--- src/srfd_pkg.sv ---
// Shared types and constants of the sensor range fault detector.
package srfd_pkg;

    localparam int CHANNELS    = 4;
    localparam int SAMPLE_BITS = 12;
    localparam int COUNT_BITS  = 8;
    localparam int CFG_IDX_BITS = 2;

    localparam logic [SAMPLE_BITS-1:0] LOW_THR_RESET  = SAMPLE_BITS'(50);
    localparam logic [SAMPLE_BITS-1:0] HIGH_THR_RESET = SAMPLE_BITS'(4045);
    localparam logic [COUNT_BITS-1:0]  ASSERT_RESET   = COUNT_BITS'(3);
    localparam logic [COUNT_BITS-1:0]  RECOVER_RESET  = COUNT_BITS'(5);

    typedef enum logic [CFG_IDX_BITS-1:0] {
        CFG_LOW_THR     = 2'd0,
        CFG_HIGH_THR    = 2'd1,
        CFG_ASSERT_CNT  = 2'd2,
        CFG_RECOVER_CNT = 2'd3
    } cfg_index_t;

    typedef struct packed {
        logic [SAMPLE_BITS-1:0] low_thr;
        logic [SAMPLE_BITS-1:0] high_thr;
        logic [COUNT_BITS-1:0]  assert_cnt;
        logic [COUNT_BITS-1:0]  recover_cnt;
    } cfg_t;

    typedef struct packed {
        logic active;
        logic low;
        logic high;
    } lane_flags_t;

    typedef struct packed {
        logic [CHANNELS-1:0] fault_vec;
        logic [CHANNELS-1:0] low_vec;
        logic [CHANNELS-1:0] high_vec;
        logic                changed;
    } result_t;

endpackage

--- src/srfd_lane.sv ---
// One channel: threshold compare, debounce run counters and fault flags.
module srfd_lane
    import srfd_pkg::*;
(
    input  logic                   aclk,
    input  logic                   aresetn,
    input  logic                   update,
    input  logic [SAMPLE_BITS-1:0] sample,
    input  cfg_t                   cfg,
    output lane_flags_t            flags_cur,
    output lane_flags_t            flags_new
);

    logic [COUNT_BITS-1:0] bad_run_reg, bad_run_next;
    logic [COUNT_BITS-1:0] good_run_reg, good_run_next;
    lane_flags_t           flags_reg, flags_next;

    logic                  is_low;
    logic                  is_high;
    logic [COUNT_BITS-1:0] bad_inc;
    logic [COUNT_BITS-1:0] good_inc;

    assign is_low  = (sample <= cfg.low_thr);
    assign is_high = (sample >= cfg.high_thr);

    // Both counters saturate at their threshold, so the increment never wraps.
    assign bad_inc  = (bad_run_reg < cfg.assert_cnt) ? bad_run_reg + 1'b1 : bad_run_reg;
    assign good_inc = (good_run_reg < cfg.recover_cnt) ? good_run_reg + 1'b1 : good_run_reg;

    always_comb begin
        bad_run_next  = bad_run_reg;
        good_run_next = good_run_reg;
        flags_next    = flags_reg;
        if (is_low || is_high) begin
            good_run_next = '0;
            bad_run_next  = bad_inc;
            if (bad_inc >= cfg.assert_cnt) begin
                // Low wins when both thresholds are hit.
                flags_next.active = 1'b1;
                flags_next.low    = is_low;
                flags_next.high   = ~is_low;
            end
        end else begin
            bad_run_next = '0;
            if (flags_reg.active) begin
                if (good_inc >= cfg.recover_cnt) begin
                    flags_next    = '0;
                    good_run_next = '0;
                end else begin
                    good_run_next = good_inc;
                end
            end else begin
                good_run_next = '0;
            end
        end
    end

    always_ff @(posedge aclk) begin
        if (!aresetn) begin
            bad_run_reg  <= '0;
            good_run_reg <= '0;
            flags_reg    <= '0;
        end else if (update) begin
            bad_run_reg  <= bad_run_next;
            good_run_reg <= good_run_next;
            flags_reg    <= flags_next;
        end
    end

    assign flags_cur = flags_reg;
    assign flags_new = flags_next;

endmodule

--- src/srfd_merge.sv ---
// Gathers the lane flags into masks and the change flag, with a two-entry output buffer.
module srfd_merge
    import srfd_pkg::*;
(
    input  logic        aclk,
    input  logic        aresetn,
    input  logic        in_valid,
    output logic        in_ready,
    input  lane_flags_t flags_cur [CHANNELS],
    input  lane_flags_t flags_new [CHANNELS],
    output logic        out_valid,
    input  logic        out_ready,
    output result_t     out_data
);

    result_t merged;
    result_t out_reg;
    result_t skid_reg;
    logic    out_valid_reg;
    logic    skid_valid_reg;
    logic    take;

    logic [CHANNELS-1:0] cur_active, cur_low, cur_high;

    always_comb begin
        for (int i = 0; i < CHANNELS; i++) begin
            merged.fault_vec[i] = flags_new[i].active;
            merged.low_vec[i]   = flags_new[i].low;
            merged.high_vec[i]  = flags_new[i].high;
            cur_active[i]       = flags_cur[i].active;
            cur_low[i]          = flags_cur[i].low;
            cur_high[i]         = flags_cur[i].high;
        end
        merged.changed = (merged.fault_vec != cur_active) ||
                         (merged.low_vec != cur_low) ||
                         (merged.high_vec != cur_high);
    end

    assign take     = out_valid_reg && out_ready;
    assign in_ready = ~skid_valid_reg;

    // The skid entry fills only when the output entry is held by a stalled sink.
    always_ff @(posedge aclk) begin
        if (!aresetn) begin
            out_valid_reg  <= 1'b0;
            skid_valid_reg <= 1'b0;
        end else if (!out_valid_reg || take) begin
            if (skid_valid_reg) begin
                skid_valid_reg <= 1'b0;
            end else begin
                out_valid_reg <= in_valid;
            end
        end else if (in_valid) begin
            skid_valid_reg <= 1'b1;
        end
    end

    always_ff @(posedge aclk) begin
        if (!out_valid_reg || take) begin
            out_reg <= skid_valid_reg ? skid_reg : merged;
        end else if (in_valid && !skid_valid_reg) begin
            skid_reg <= merged;
        end
    end

    assign out_valid = out_valid_reg;
    assign out_data  = out_reg;

endmodule

--- src/sensor_range_fault_detector.sv ---
// Top level of the four-channel sensor range fault detector.
//
//  channel | ports                         | moves per transfer
//  --------+-------------------------------+----------------------------------
//  input   | s_valid / s_ready             | one sample per channel
//  result  | m_valid / m_ready             | active, low, high masks, changed
//  config  | cfg_valid / cfg_ready         | register index and write data
//
// One sample set is taken per cycle while s_ready is high; its result
// is registered. Four lanes update their counters in parallel, so the rate
// is set by the lane compare and counter logic while the input is not stalled.
// A two-entry output buffer lets one more item in while a result is stalled.
// Reset is synchronous, active low, and clears all counters and faults.
module sensor_range_fault_detector
    import srfd_pkg::*;
(
    input  logic                    aclk,
    input  logic                    aresetn,
    input  logic                    s_valid,
    output logic                    s_ready,
    input  logic [SAMPLE_BITS-1:0]  s_sample_ch0,
    input  logic [SAMPLE_BITS-1:0]  s_sample_ch1,
    input  logic [SAMPLE_BITS-1:0]  s_sample_ch2,
    input  logic [SAMPLE_BITS-1:0]  s_sample_ch3,
    output logic                    m_valid,
    input  logic                    m_ready,
    output logic [CHANNELS-1:0]     m_fault_vec,
    output logic [CHANNELS-1:0]     m_low_vec,
    output logic [CHANNELS-1:0]     m_high_vec,
    output logic                    m_changed,
    input  logic                    cfg_valid,
    output logic                    cfg_ready,
    input  logic [CFG_IDX_BITS-1:0] cfg_index,
    input  logic [SAMPLE_BITS-1:0]  cfg_data
);

    cfg_t        cfg_reg;
    logic        accept;
    result_t     result;
    lane_flags_t flags_cur [CHANNELS];
    lane_flags_t flags_new [CHANNELS];
    logic [SAMPLE_BITS-1:0] samples [CHANNELS];

    assign cfg_ready = 1'b1;

    always_ff @(posedge aclk) begin
        if (!aresetn) begin
            cfg_reg.low_thr     <= LOW_THR_RESET;
            cfg_reg.high_thr    <= HIGH_THR_RESET;
            cfg_reg.assert_cnt  <= ASSERT_RESET;
            cfg_reg.recover_cnt <= RECOVER_RESET;
        end else if (cfg_valid && cfg_ready) begin
            unique case (cfg_index_t'(cfg_index))
                CFG_LOW_THR:     cfg_reg.low_thr     <= cfg_data;
                CFG_HIGH_THR:    cfg_reg.high_thr    <= cfg_data;
                CFG_ASSERT_CNT:  cfg_reg.assert_cnt  <= cfg_data[COUNT_BITS-1:0];
                CFG_RECOVER_CNT: cfg_reg.recover_cnt <= cfg_data[COUNT_BITS-1:0];
                default: ;
            endcase
        end
    end

    assign accept = s_valid && s_ready;

    assign samples[0] = s_sample_ch0;
    assign samples[1] = s_sample_ch1;
    assign samples[2] = s_sample_ch2;
    assign samples[3] = s_sample_ch3;

    for (genvar i = 0; i < CHANNELS; i++) begin : g_lane
        srfd_lane u_lane (
            .aclk      (aclk),
            .aresetn   (aresetn),
            .update    (accept),
            .sample    (samples[i]),
            .cfg       (cfg_reg),
            .flags_cur (flags_cur[i]),
            .flags_new (flags_new[i])
        );
    end

    srfd_merge u_merge (
        .aclk      (aclk),
        .aresetn   (aresetn),
        .in_valid  (accept),
        .in_ready  (s_ready),
        .flags_cur (flags_cur),
        .flags_new (flags_new),
        .out_valid (m_valid),
        .out_ready (m_ready),
        .out_data  (result)
    );

    assign m_fault_vec = result.fault_vec;
    assign m_low_vec   = result.low_vec;
    assign m_high_vec  = result.high_vec;
    assign m_changed   = result.changed;

`ifndef SYNTHESIS
    a_cause_exclusive: assert property (@(posedge aclk) disable iff (!aresetn)
        m_valid |-> ((m_low_vec & m_high_vec) == '0))
        else $error("fault reported with both low and high cause");

    a_cause_matches_active: assert property (@(posedge aclk) disable iff (!aresetn)
        m_valid |-> ((m_low_vec | m_high_vec) == m_fault_vec))
        else $error("active mask does not match the fault causes");

    a_stall_only_when_full: assert property (@(posedge aclk) disable iff (!aresetn)
        !s_ready |-> m_valid)
        else $error("input stalled while no result is pending");

    a_result_follows: assert property (@(posedge aclk) disable iff (!aresetn)
        (s_valid && s_ready) |=> m_valid)
        else $error("accepted item produced no result");
`endif

endmodule

--- config.mk ---
export PLATFORM = sky130hd
export DESIGN_NAME = sensor_range_fault_detector
export DESIGN_NICKNAME = d
export VERILOG_FILES = /design/src/srfd_pkg.sv /design/src/srfd_lane.sv /design/src/srfd_merge.sv /design/src/sensor_range_fault_detector.sv
export SDC_FILE = /design/constraint.sdc
export NUM_CORES = 1
export LEC_CHECK = 0
export BUFFER_PORTS_ARGS = -buffer_cell sky130_fd_sc_hd__buf_2
export CELL_PAD_IN_SITES_DETAIL_PLACEMENT = 0
export CELL_PAD_IN_SITES_GLOBAL_PLACEMENT = 2
export CORE_UTILIZATION = 38
export DETAILED_ROUTE_END_ITERATION = 10
export GPL_ROUTABILITY_DRIVEN = 0
export PLACE_DENSITY = 0.78
export SETUP_SLACK_MARGIN = 0.15
export SYNTH_ARGS = -nofsm -noshare
export SYNTH_HDL_FRONTEND = slang
export SYNTH_SLANG_ARGS = --single-unit
--- constraint.sdc ---
create_clock -name aclk -period 4.9 [get_ports aclk]
set_input_delay 0.49 -clock aclk [delete_from_list [all_inputs] [get_ports aclk]]
set_output_delay 0.49 -clock aclk [all_outputs]
set_load 0.05 [all_outputs]
==> metrics.txt, run 1 <==
register area share after synthesis 0.269; detailed placement HPWL 25700 um; post-synthesis xor/xnor area fraction 0.0421; Critical Path Sink Type register; number of remaining DRC errors 0; via count 10.3k; synth warn 0; kind of critical path reg2reg; Leakage Power 0.00604 uW; hold worst-path end cfg_reg[26]; CP max stage cell o41a_1; status complete, no violations; Synth Area in Compound Gates 0.208; R2R setup slack 0.43 ns; Seq. cell area 3140 sq um; Reg power frac 0.399; Crit path buffers/inverters 3; H-tree levels 4; max_slew headroom 0.438; vias in the first global route 9770; Async SR Flop Fraction 0; final hold vios 0; post-route minimum period 4.47 ns; Post-Syn Instances 1364; first-pass GRT wire length 53300 um; final wirelength 33300 um; critical path required time 5.08 ns; max incr delay on CP 0.46 ns; Final nets 1765; Clk pwr share 0.394; Final period util 0.911; main combinational cell family by area after synthesis adder cells; CTS tree done; Post-Synth Simple-Gate Area 0.186; Worst R2R Start cfg_reg[12]; clk slew on worst S/H paths 0.07 ns; worst vdd ir 0.000224 V; Fin Clk Skew 0.0158 ns; RSZ-0062 raised after global routing true; post-synthesis cell type count 78; Synth area leader ha_1; Global Route Usage Sum 0.219; dominant cells by area after synthesis ha_1, dfxtp_1, edfxtp_1; Initial Util 0.389; synthesized area 11700 sq um; crit-path cells inv_2, ha_1, and2_1, o21ai_0, o21ai_1, o41a_1, buf_4, buf_4, mux2_2, ha_1, a21o_1, a21oi_1, o21ai_2, o21ai_0, o221ai_1, a2111oi_4, nand3_1, o41a_1; Num Clock Sinks 144; Routed Antenna Nets 0; via/cell ratio 5.49; CP delay by family, top compound AO/OA/AOI/OAI gates; WHS Path Cells 3; top cell type's share of synthesized area 0.240; PortBufs 81; layout cells sized above 1 0.152; die area 31400 sq um; R2R cell count 18; Seq cells post-synth 144; ANT cells 0; Post-CTS Hold Buffers 0; total gr overflow 0; Int Power 2180 uW; main flop type after synthesis dfxtp_1; Worst Hold Class in2reg; CP Max Fanout 5; Mapped Avg Cell Area 8.55 sq um; Worst Hold Launch cfg_data[10]; worst skew pair latency 0.44 ns; Layout area overhead 15.6%; IO Count 83; Die Span X 177 um; MaxCap Viol Count 0; post-synth net total 1655; Slew Limit Fails 0; Critical Path AT 4.65 ns; startpoint types register; initial antenna violation count 0; Fmax 224 MHz; cell row count 63; start point of the critical path cfg_reg[12]; PD cells 240 nW/um^2; worst-margin pin slew 0.840 ns; area of the multi-input gates 8240 sq um; Placeable Area 30000 sq um; post-synthesis mux area share 0.0182; Sw Ratio 0.325; Comb pwr share 0.207; max FFs per register 40; largest net degree at the start of global routing 48; pre-CTS WS 0.195 ns; Psw 1050 uW; RR Endpoint u_merge.out_data[0]; setup_tns 0 ns; Detailed Routing Iterations Pass 1 5; number of DRC markers in iteration 0 488; Final Setup Violations 0; drt wl/cell 17.7 um; post-route setup slack 0.434 ns; Chip Height 177 um; Longest Clk Path Bufs 2; clock root cell clkbuf_16; Worst path depth 18; Post-synth EDFFs 26; CTS buffer count 17; Fill cells 3016; Post-Synth Adder-Cell Area 0.240; Core Util, Final 0.450
==> timing repair <==
| item | in CTS | in global routing |
|---|---|---|
| resized for setup | 1 | 36 |
| endpoints found under the setup margin | 2 | 7 |
| buffers inserted | 0 | 14 |
| pin swaps | 0 | 4 |
==> per-layer routing <==
| metal | track usage | part of all wire | vias up |
|---|---|---|---|
| met3 | 0.0258 | 0.030 | 25 |
| met5 | 0 | 0 | - |
| met2 | 0.365 | 0.46 | 157 |
| met4 | 0.0528 | 0.012 | 0 |
| met1 | 0.299 | 0.49 | 4860 |
| li1 | - | - | 5265 |
==> worst register-to-register path, cell delays in order, from the launching register on <==
cell and delay [ns]:
dfxtp_1 0.34, inv_2 0.09, ha_1 0.31, and2_1 0.16, o21ai_0 0.14, o21ai_1 0.09
o41a_1 0.46, buf_4 0.18, buf_4 0.13, mux2_2 0.27, ha_1 0.28, a21o_1 0.16
a21oi_1 0.26, o21ai_2 0.14, o21ai_0 0.13, o221ai_1 0.19, a2111oi_4 0.33, nand3_1 0.15
o41a_1 0.42
==> placed cells by master, fill, tap and decap left out, types with 39 or more instances in the layout <==
| cell | instances |
|---|---|
| ha_1 | 224 |
| nand2_1 | 137 |
| dfxtp_1 | 117 |
| a21oi_1 | 111 |
| o21ai_0 | 81 |
| buf_2 | 81 |
| nor2_1 | 78 |
| inv_1 | 61 |
| nand3_1 | 54 |
| buf_4 | 50 |
| xnor2_1 | 39 |
==> stage by stage <==
step / instance area, sq um / hold slack [ns] / total power [uW] / cells
after floorplan: 11700 / 0.436 / 1760 / 1364
after global placement: 12700 / 0.443 / 1970 / 1831
after detailed placement: 12700 / 0.447 / 1980 / 1831
after CTS: 13300 / 0.323 / 3270 / 1863
after global routing: 13500 / 0.334 / 3400 / 1877
final: 13500 / 0.334 / 3230 / 1877
==> how the worst max path moves through the flow <==
| stage | endpoint | slack (ns) |
|---|---|---|
| after floorplan | u_merge.out_data[0] | 0.59 |
| after global placement | u_merge.out_data[0] | 0.24 |
| after detailed placement | u_merge.out_data[7] | 0.19 |
| after CTS | u_merge.out_data[0] | 0.17 |
| after global routing | u_merge.out_data[0] | 0.13 |
| final | u_merge.out_data[0] | 0.43 |
==> Yosys cell counts, types with 5 or more instances <==
library cell,n
and3_1,12
nand2b_1,20
or4_1,6
nor4_1,5
a211oi_1,13
a21o_1,27
clkbuf_1,36
mux2_2,18
nand2_1,138
dfxtp_1,118
nor3b_1,5
and2_1,14
nor2b_1,17
edfxtp_1,26
ha_1,224
nor2_1,82
or3_1,26
xnor2_1,39
a31oi_1,20
o211ai_1,19
inv_1,64
a21oi_1,112
o21ai_1,11
nand3_1,54
nand4_1,27
a22o_1,6
nand3b_1,5
o21ai_0,85
xor2_1,17
nor3_1,16
a22oi_1,11
o21a_1,13
==> final cells by class <==
class                   instances  area share
clock buffers                  18      0.0326
clock inverters                14     0.00900
inverters                      65      0.0187
multi-input cells            1114       0.611
flip-flops and latches        144       0.233
well taps                     390      0.0362
repair buffers                132      0.0594
==> kinds of logic (layout without fill, tap and decap cells) <==
group | after synthesis | in the layout
simple gates | 442 | 442
compound gates | 372 | 372
fa+ha+maj | 224 | 224
flops | 144 | 144
buf+inv | 106 | 229
xor+xnor | 56 | 56
mux | 19 | 19
other cells | 1 | 1
==> power groups by stage <==
stage	clock, uW	sequential (uW)	combinational, uW
5_1_grt	1350	1300	753
3_5_place_dp	0	1320	663
4_1_cts	1310	1290	667
6_report	1270	1290	669
3_3_place_gp	0	1320	656
2_1_floorplan	0	1380	375
Note: power is estimated with default switching activity, not from simulation.
==> run 2, diff against run 1 <==
--- a/config.mk
+++ b/config.mk
@@ -6,12 +6,10 @@
 export NUM_CORES = 1
 export LEC_CHECK = 0
 export BUFFER_PORTS_ARGS = -buffer_cell sky130_fd_sc_hd__buf_2
-export CELL_PAD_IN_SITES_DETAIL_PLACEMENT = 0
-export CELL_PAD_IN_SITES_GLOBAL_PLACEMENT = 2
-export CORE_UTILIZATION = 38
+export CORE_UTILIZATION = 53
 export DETAILED_ROUTE_END_ITERATION = 10
 export GPL_ROUTABILITY_DRIVEN = 0
-export PLACE_DENSITY = 0.78
+export PLACE_DENSITY = 0.68
 export SETUP_SLACK_MARGIN = 0.15
 export SYNTH_ARGS = -nofsm -noshare
 export SYNTH_HDL_FRONTEND = slang
==> run 2 against run 1 <==
Compared with the run above:
- design area down 2.7%
- first-iteration DRC count up 31%
- wire length down 7.5%
- non-clock buffer count down 25
- cell count down 7.5%
- clock-buffer cell count up 2
- hold slack worse by 0.033 ns
- critical path type unchanged
- largest power group is now clock
==> metrics.txt, run 2 (same netlist as run 1, synthesis figures left out) <==
Global Route Usage Sum 0.283 (+0.0640); number of remaining DRC errors 0 (unchanged); initial antenna violation count 0 (unchanged); Final period util 0.914 (+0.00304); post-route minimum period 4.48 ns (+0.0149 ns); total gr overflow 0 (unchanged); largest net degree at the start of global routing 47 (-2.1%); H-tree levels 4 (unchanged); IO Count 83 (unchanged); Die Span X 150 um (-15%); setup_tns 0 ns (unchanged); Routed Antenna Nets 0 (unchanged); Clk pwr share 0.414 (+0.020); Layout area overhead 12.5%; clock root cell clkbuf_16; Initial Util 0.548 (+0.159); RR Endpoint u_merge.out_data[0]; Final nets 1740 (-1.4%); CTS tree done; Final Setup Violations 0 (unchanged); vias in the first global route 9610 (-1.6%); Leakage Power 0.00593 uW (-1.7%); Finished Layout Cells 1737 (-7.5%); Critical Path Sink Type register; RSZ-0062 raised after global routing false; Fmax 223 MHz (-0.33%); Slew Limit Fails 0 (unchanged); startpoint types register; kind of critical path reg2reg; max incr delay on CP 0.45 ns (about the same); via/cell ratio 5.98 (+8.9%); CP max stage cell o41a_1; Comb pwr share 0.197 (-0.010); hold worst-path end cfg_reg[24]; detailed placement HPWL 22900 um (-11%); PD cells 253 nW/um^2 (+5.6%); status complete, no violations; first-pass GRT wire length 49700 um (-6.9%); final wirelength 30800 um (-7.5%); layout cells sized above 1 0.127 (-0.0254); most common cell after layout, fill and taps aside ha_1; max_slew headroom 0.306 (-0.132); Int Power 2300 uW (+5.6%); ANT cells 0 (unchanged); PortBufs 81 (unchanged); Num Clock Sinks 144 (unchanged); Chip Height 150 um (-15%); Longest Clk Path Bufs 2 (unchanged); commonest cells after routing, fill and taps aside ha_1, nand2_1, dfxtp_1, a21oi_1, o21ai_0; crit-path cells ha_1, and2_1, o21ai_0, o21ai_1, o41a_1, nor2_2, nand4_1, xnor2_1, ha_1, and3_1, a221oi_1, o21ai_1, o21ai_0, o221ai_1, a2111oi_4, nand3_1, o41a_1; via count 10.4k (+0.77%); WHS Path Cells 3 (unchanged); final hold vios 0 (unchanged); number of DRC markers in iteration 0 638 (+31%); Worst Hold Slack 0.301 ns (-0.0330 ns); Psw 1020 uW (-3.1%); Detailed Routing Iterations Pass 1 5 (unchanged); Worst Hold Launch cfg_data[8]; Placeable Area 21300 sq um (-29%); R2R cell count 17 (-1); R2R setup slack 0.42 ns (about the same); max FFs per register 40 (unchanged); worst skew pair latency 0.43 ns (about the same); Post-CTS Hold Buffers 0 (unchanged); worst vdd ir 0.000209 V (-6.5%); die area 22600 sq um (-28%); Fin Clk Skew 0.0134 ns (-0.00249 ns); Worst Hold Class in2reg; Inst Count DP 1702 (-7.0%); Reg power frac 0.389 (-0.010); worst-margin pin slew 1.04 ns (+0.197 ns); drt wl/cell 17.7 um (about the same); CTS buffer count 17 (unchanged); Critical Path AT 4.65 ns (about the same); MaxCap Viol Count 0 (unchanged); Worst R2R Start g_lane[3].u_lane.bad_run_reg[4]; Sw Ratio 0.306 (-0.0186); CP Max Fanout 6 (+1); clk slew on worst S/H paths 0.07 ns (about the same); cell row count 53 (-16%); critical path required time 5.07 ns (about the same)
-- run 2: timing repair --
action / 4_1_cts / 5_1_grt
setup endpoints to repair: 0 / 23
setup buffers: 0 / 3
gates resized for setup: 0 / 16
-- run 2: routing by layer --
metal / track usage / wire [um] / vias up
li1: - / - / 5211
met1: 0.390 / 14600 / 4869
met2: 0.456 / 14000 / 262
met3: 0.0385 / 1580 / 44
met4: 0.0879 / 620 / 0
met5: 0 / 0 / -
-- run 2: area by class of cell --
cell class	count	area [sq um]
multi-input combinational	1114	8170
inverter	65	244
fill	1853	8170
clock buffer	20	468
clock inverter	12	148
sequential	144	3140
tap	275	344
timing repair buffer	107	601
-- run 2: metrics by stage --
| stage | total power [uW] | instance area (sq um) | worst slack (ns) | utilization |
|---|---|---|---|---|
| finish | 3320 | 13100 | 0.419 | 0.616 |
| floorplan | 1760 | 11700 | 0.589 | - |
| CTS | 3330 | 13100 | 0.253 | 0.613 |
| detailed placement | 1960 | 12400 | 0.282 | 0.584 |
| global route | 3460 | 13100 | 0.166 | 0.616 |
| global placement | 1950 | 12400 | 0.404 | 0.584 |
-- run 2: power groups by stage --
stage / Clock [uW] / Sequential [uW] / Combinational, uW
after global placement: 0 / 1320 / 631
after detailed placement: 0 / 1320 / 644
final: 1370 / 1290 / 655
after CTS: 1390 / 1290 / 649
after floorplan: 0 / 1380 / 375
after global routing: 1440 / 1300 / 723
-- run 2: worst max-delay path: cells and delay by family, from the launching register on --
| family | cells | cell delay, ns |
|---|---|---|
| compound gates | 9 | 2.20 |
| xor+xnor | 1 | 0.22 |
| fa+ha+maj | 2 | 0.53 |
| flops | 1 | 0.43 |
| simple gates | 5 | 0.84 |
-- run 2: worst max-delay path by stage --
stage          slack [ns]                             from  cells past startpoint                   to
3_3_place_gp         0.40  g_lane[3].u_lane.bad_run_reg[4]                     17  u_merge.out_data[0]
6_report             0.42  g_lane[3].u_lane.bad_run_reg[4]                     17  u_merge.out_data[0]
5_1_grt              0.17                       cfg_reg[1]                     19  u_merge.out_data[0]
4_1_cts              0.25  g_lane[3].u_lane.bad_run_reg[4]                     17  u_merge.out_data[0]
2_1_floorplan        0.59                       cfg_reg[4]                     19  u_merge.out_data[0]
3_5_place_dp         0.28  g_lane[3].u_lane.bad_run_reg[4]                     17  u_merge.out_data[0]
==> run 3, diff against run 2 <==
--- a/config.mk
+++ b/config.mk
@@ -6,10 +6,10 @@
 export NUM_CORES = 1
 export LEC_CHECK = 0
 export BUFFER_PORTS_ARGS = -buffer_cell sky130_fd_sc_hd__buf_2
-export CORE_UTILIZATION = 53
+export CORE_UTILIZATION = 62
 export DETAILED_ROUTE_END_ITERATION = 10
 export GPL_ROUTABILITY_DRIVEN = 0
-export PLACE_DENSITY = 0.68
+export PLACE_DENSITY = 0.79
 export SETUP_SLACK_MARGIN = 0.15
 export SYNTH_ARGS = -nofsm -noshare
 export SYNTH_HDL_FRONTEND = slang
==> constraint.sdc (replaced) <==
create_clock -name aclk -period 4.7 [get_ports aclk]
set_input_delay 0.47 -clock aclk [delete_from_list [all_inputs] [get_ports aclk]]
set_output_delay 0.47 -clock aclk [all_outputs]
set_load 0.05 [all_outputs]
==> run 3 against run 2 <==
Compared with the run above:
- the run now ends with DRC left
- sequential cell count stayed put
- first-iteration DRC count is 35% higher
- non-clock buffer count is 13 higher
- combinational power is 4.9% higher
- global-route usage is 3.0 points higher
- setup slack worse by 0.088 ns
- via count is 1.6% higher
- wire length is 3.9% lower
==> metrics.txt, run 3 (same netlist as run 1, synthesis figures left out) <==
via count 10.6k (+1.6%); total gr overflow 0 (unchanged); die area 19400 sq um (-14%); RR Endpoint u_merge.out_data[6]; critical path required time 4.90 ns (-0.17 ns); Finished Layout Cells 1704 (-1.9%); final wirelength 29600 um (-3.9%); via/cell ratio 6.19 (+3.6%); Placed Area 12400 sq um (-0.22%); Critical Path AT 4.56 ns (-0.09 ns); PortBufs 81 (unchanged); Chip Height 139 um (-7.4%); largest net degree at the start of global routing 57 (+21%); IO Count 83 (unchanged); commonest cells after routing, fill and taps aside ha_1, nand2_1, dfxtp_1, a21oi_1, o21ai_0; Leakage Power 0.00600 uW (+1.1%); most common cell after layout, fill and taps aside ha_1; CP Max Fanout 12 (+6); clk slew on worst S/H paths 0.08 ns (about the same); Slew Limit Fails 0 (unchanged); failing checks DRC; R2R cell count 18 (+1); detailed placement HPWL 22100 um (-3.2%); worst vdd ir 0.000283 V (+35%); worst skew pair latency 0.44 ns (about the same); Longest Clk Path Bufs 2 (unchanged); worst-margin pin slew 1.01 ns (-0.0261 ns); Num Clock Sinks 144 (unchanged); Worst Setup EP u_merge.out_data[6]; max_slew headroom 0.324 (+0.0175); kind of critical path reg2reg; Final nets 1753 (+0.75%); startpoint types register; number of remaining DRC errors 10 (+10); cell row count 49 (-7.5%); max FFs per register 40 (unchanged); ANT cells 0 (unchanged); clock root cell clkbuf_16; drt wl/cell 17.4 um (-2.0%); CTS buffer count 17 (unchanged); pre-CTS WS 0.117 ns (-0.166 ns); H-tree levels 4 (unchanged); post-route minimum period 4.37 ns (-0.112 ns); first-pass GRT wire length 48600 um (-2.1%); Placeable Area 18200 sq um (-14%); Worst R2R Start cfg_reg[2]; Global Route Usage Sum 0.313 (+0.0297); Worst Hold Launch s_valid; post-route setup slack 0.332 ns (-0.0877 ns); Final period util 0.929 (+0.0150); Final Cell Area 13200 sq um (+0.73%); PD cells 255 nW/um^2 (+0.71%); final hold vios 0 (unchanged); Total Power 3370 uW (+1.4%); Fin Clk Skew 0.0140 ns (+0.000610 ns); Final Setup Violations 0 (unchanged); start point of the critical path cfg_reg[2]; status complete, but fails checks; CTS tree done; layout cells sized above 1 0.146 (+0.0199); MaxCap Viol Count 0 (unchanged); Inst Count DP 1659 (-2.5%); R2R setup slack 0.33 ns (-0.09 ns); Routed Antenna Nets 0 (unchanged); Layout area overhead 13.3%; Detailed Routing Iterations Pass 1 9 (+4); Initial Util 0.641 (+0.0926); setup_tns 0 ns (unchanged); Post-CTS Hold Buffers 0 (unchanged); number of DRC markers in iteration 0 861 (+35%); vias in the first global route 10.0k (+4.1%); Worst Hold Class in2reg; Fmax 229 MHz (+2.6%); initial antenna violation count 0 (unchanged); Die Span X 139 um (-7.4%); Critical Path Sink Type register; RSZ-0062 raised after global routing true
==> run 3: per-layer routing <==
layer,track usage,share of wire,vias to the layer above
met3,0.0539,0.056,77
met1,0.391,0.45,4902
met2,0.526,0.46,331
met4,0.146,0.035,0
met5,0,0,-
li1,-,-,5243
==> run 3: layout make-up <==
cell class,instances,area [sq um]
clock buffers,17,425
repair buffers,120,711
flip-flops and latches,144,3150
well taps,229,287
inverters,65,250
clock inverters,15,159
fillers,1369,5000
multi-input cells,1114,8230
==> run 3: critical path: stages, from the launching register on <==
cell and delay, ns:
dfxtp_1 0.31, inv_1 0.06, buf_4 0.16, ha_1 0.30, nor2b_1 0.13, o21ai_0 0.15
a21oi_1 0.09, o41ai_2 0.26, buf_4 0.25, mux2_2 0.35, ha_1 0.27, a211o_1 0.12
o211ai_1 0.11, a31oi_1 0.61, and2_1 0.27, a21oi_1 0.12, a21oi_1 0.22, inv_1 0.09
mux2_2 0.26
==> run 3: timing repair <==
item | in CTS | in global routing
endpoints found under the setup margin | 4 | 25
gates resized for setup | 4 | 37
pin swaps | 0 | 12
buffers inserted | 0 | 13
==> run 3: through the flow <==
step,hold WS [ns],utilization
2_1_floorplan,0.436,-
3_3_place_gp,0.442,0.681
3_5_place_dp,0.448,0.681
4_1_cts,0.304,0.714
5_1_grt,0.319,0.726
6_report,0.312,0.726
==> run 3: worst min path at each step <==
stage                                  end  slack, ns  cells after the start
global placement                cfg_reg[1]       0.44                      2
detailed placement             cfg_reg[31]       0.45                      2
finish              u_merge.skid_valid_reg       0.31                      3
global route                   cfg_reg[37]       0.32                      3
CTS                 u_merge.skid_valid_reg       0.30                      3
floorplan                      cfg_reg[10]       0.44                      2
==> run 3: where the power goes <==
part | internal (uW) | leakage, uW | switching [uW]
combinational | 246 | 0.00449 | 441
sequential | 1320 | 0.00123 | 29.1
clock | 712 | 0.000282 | 624
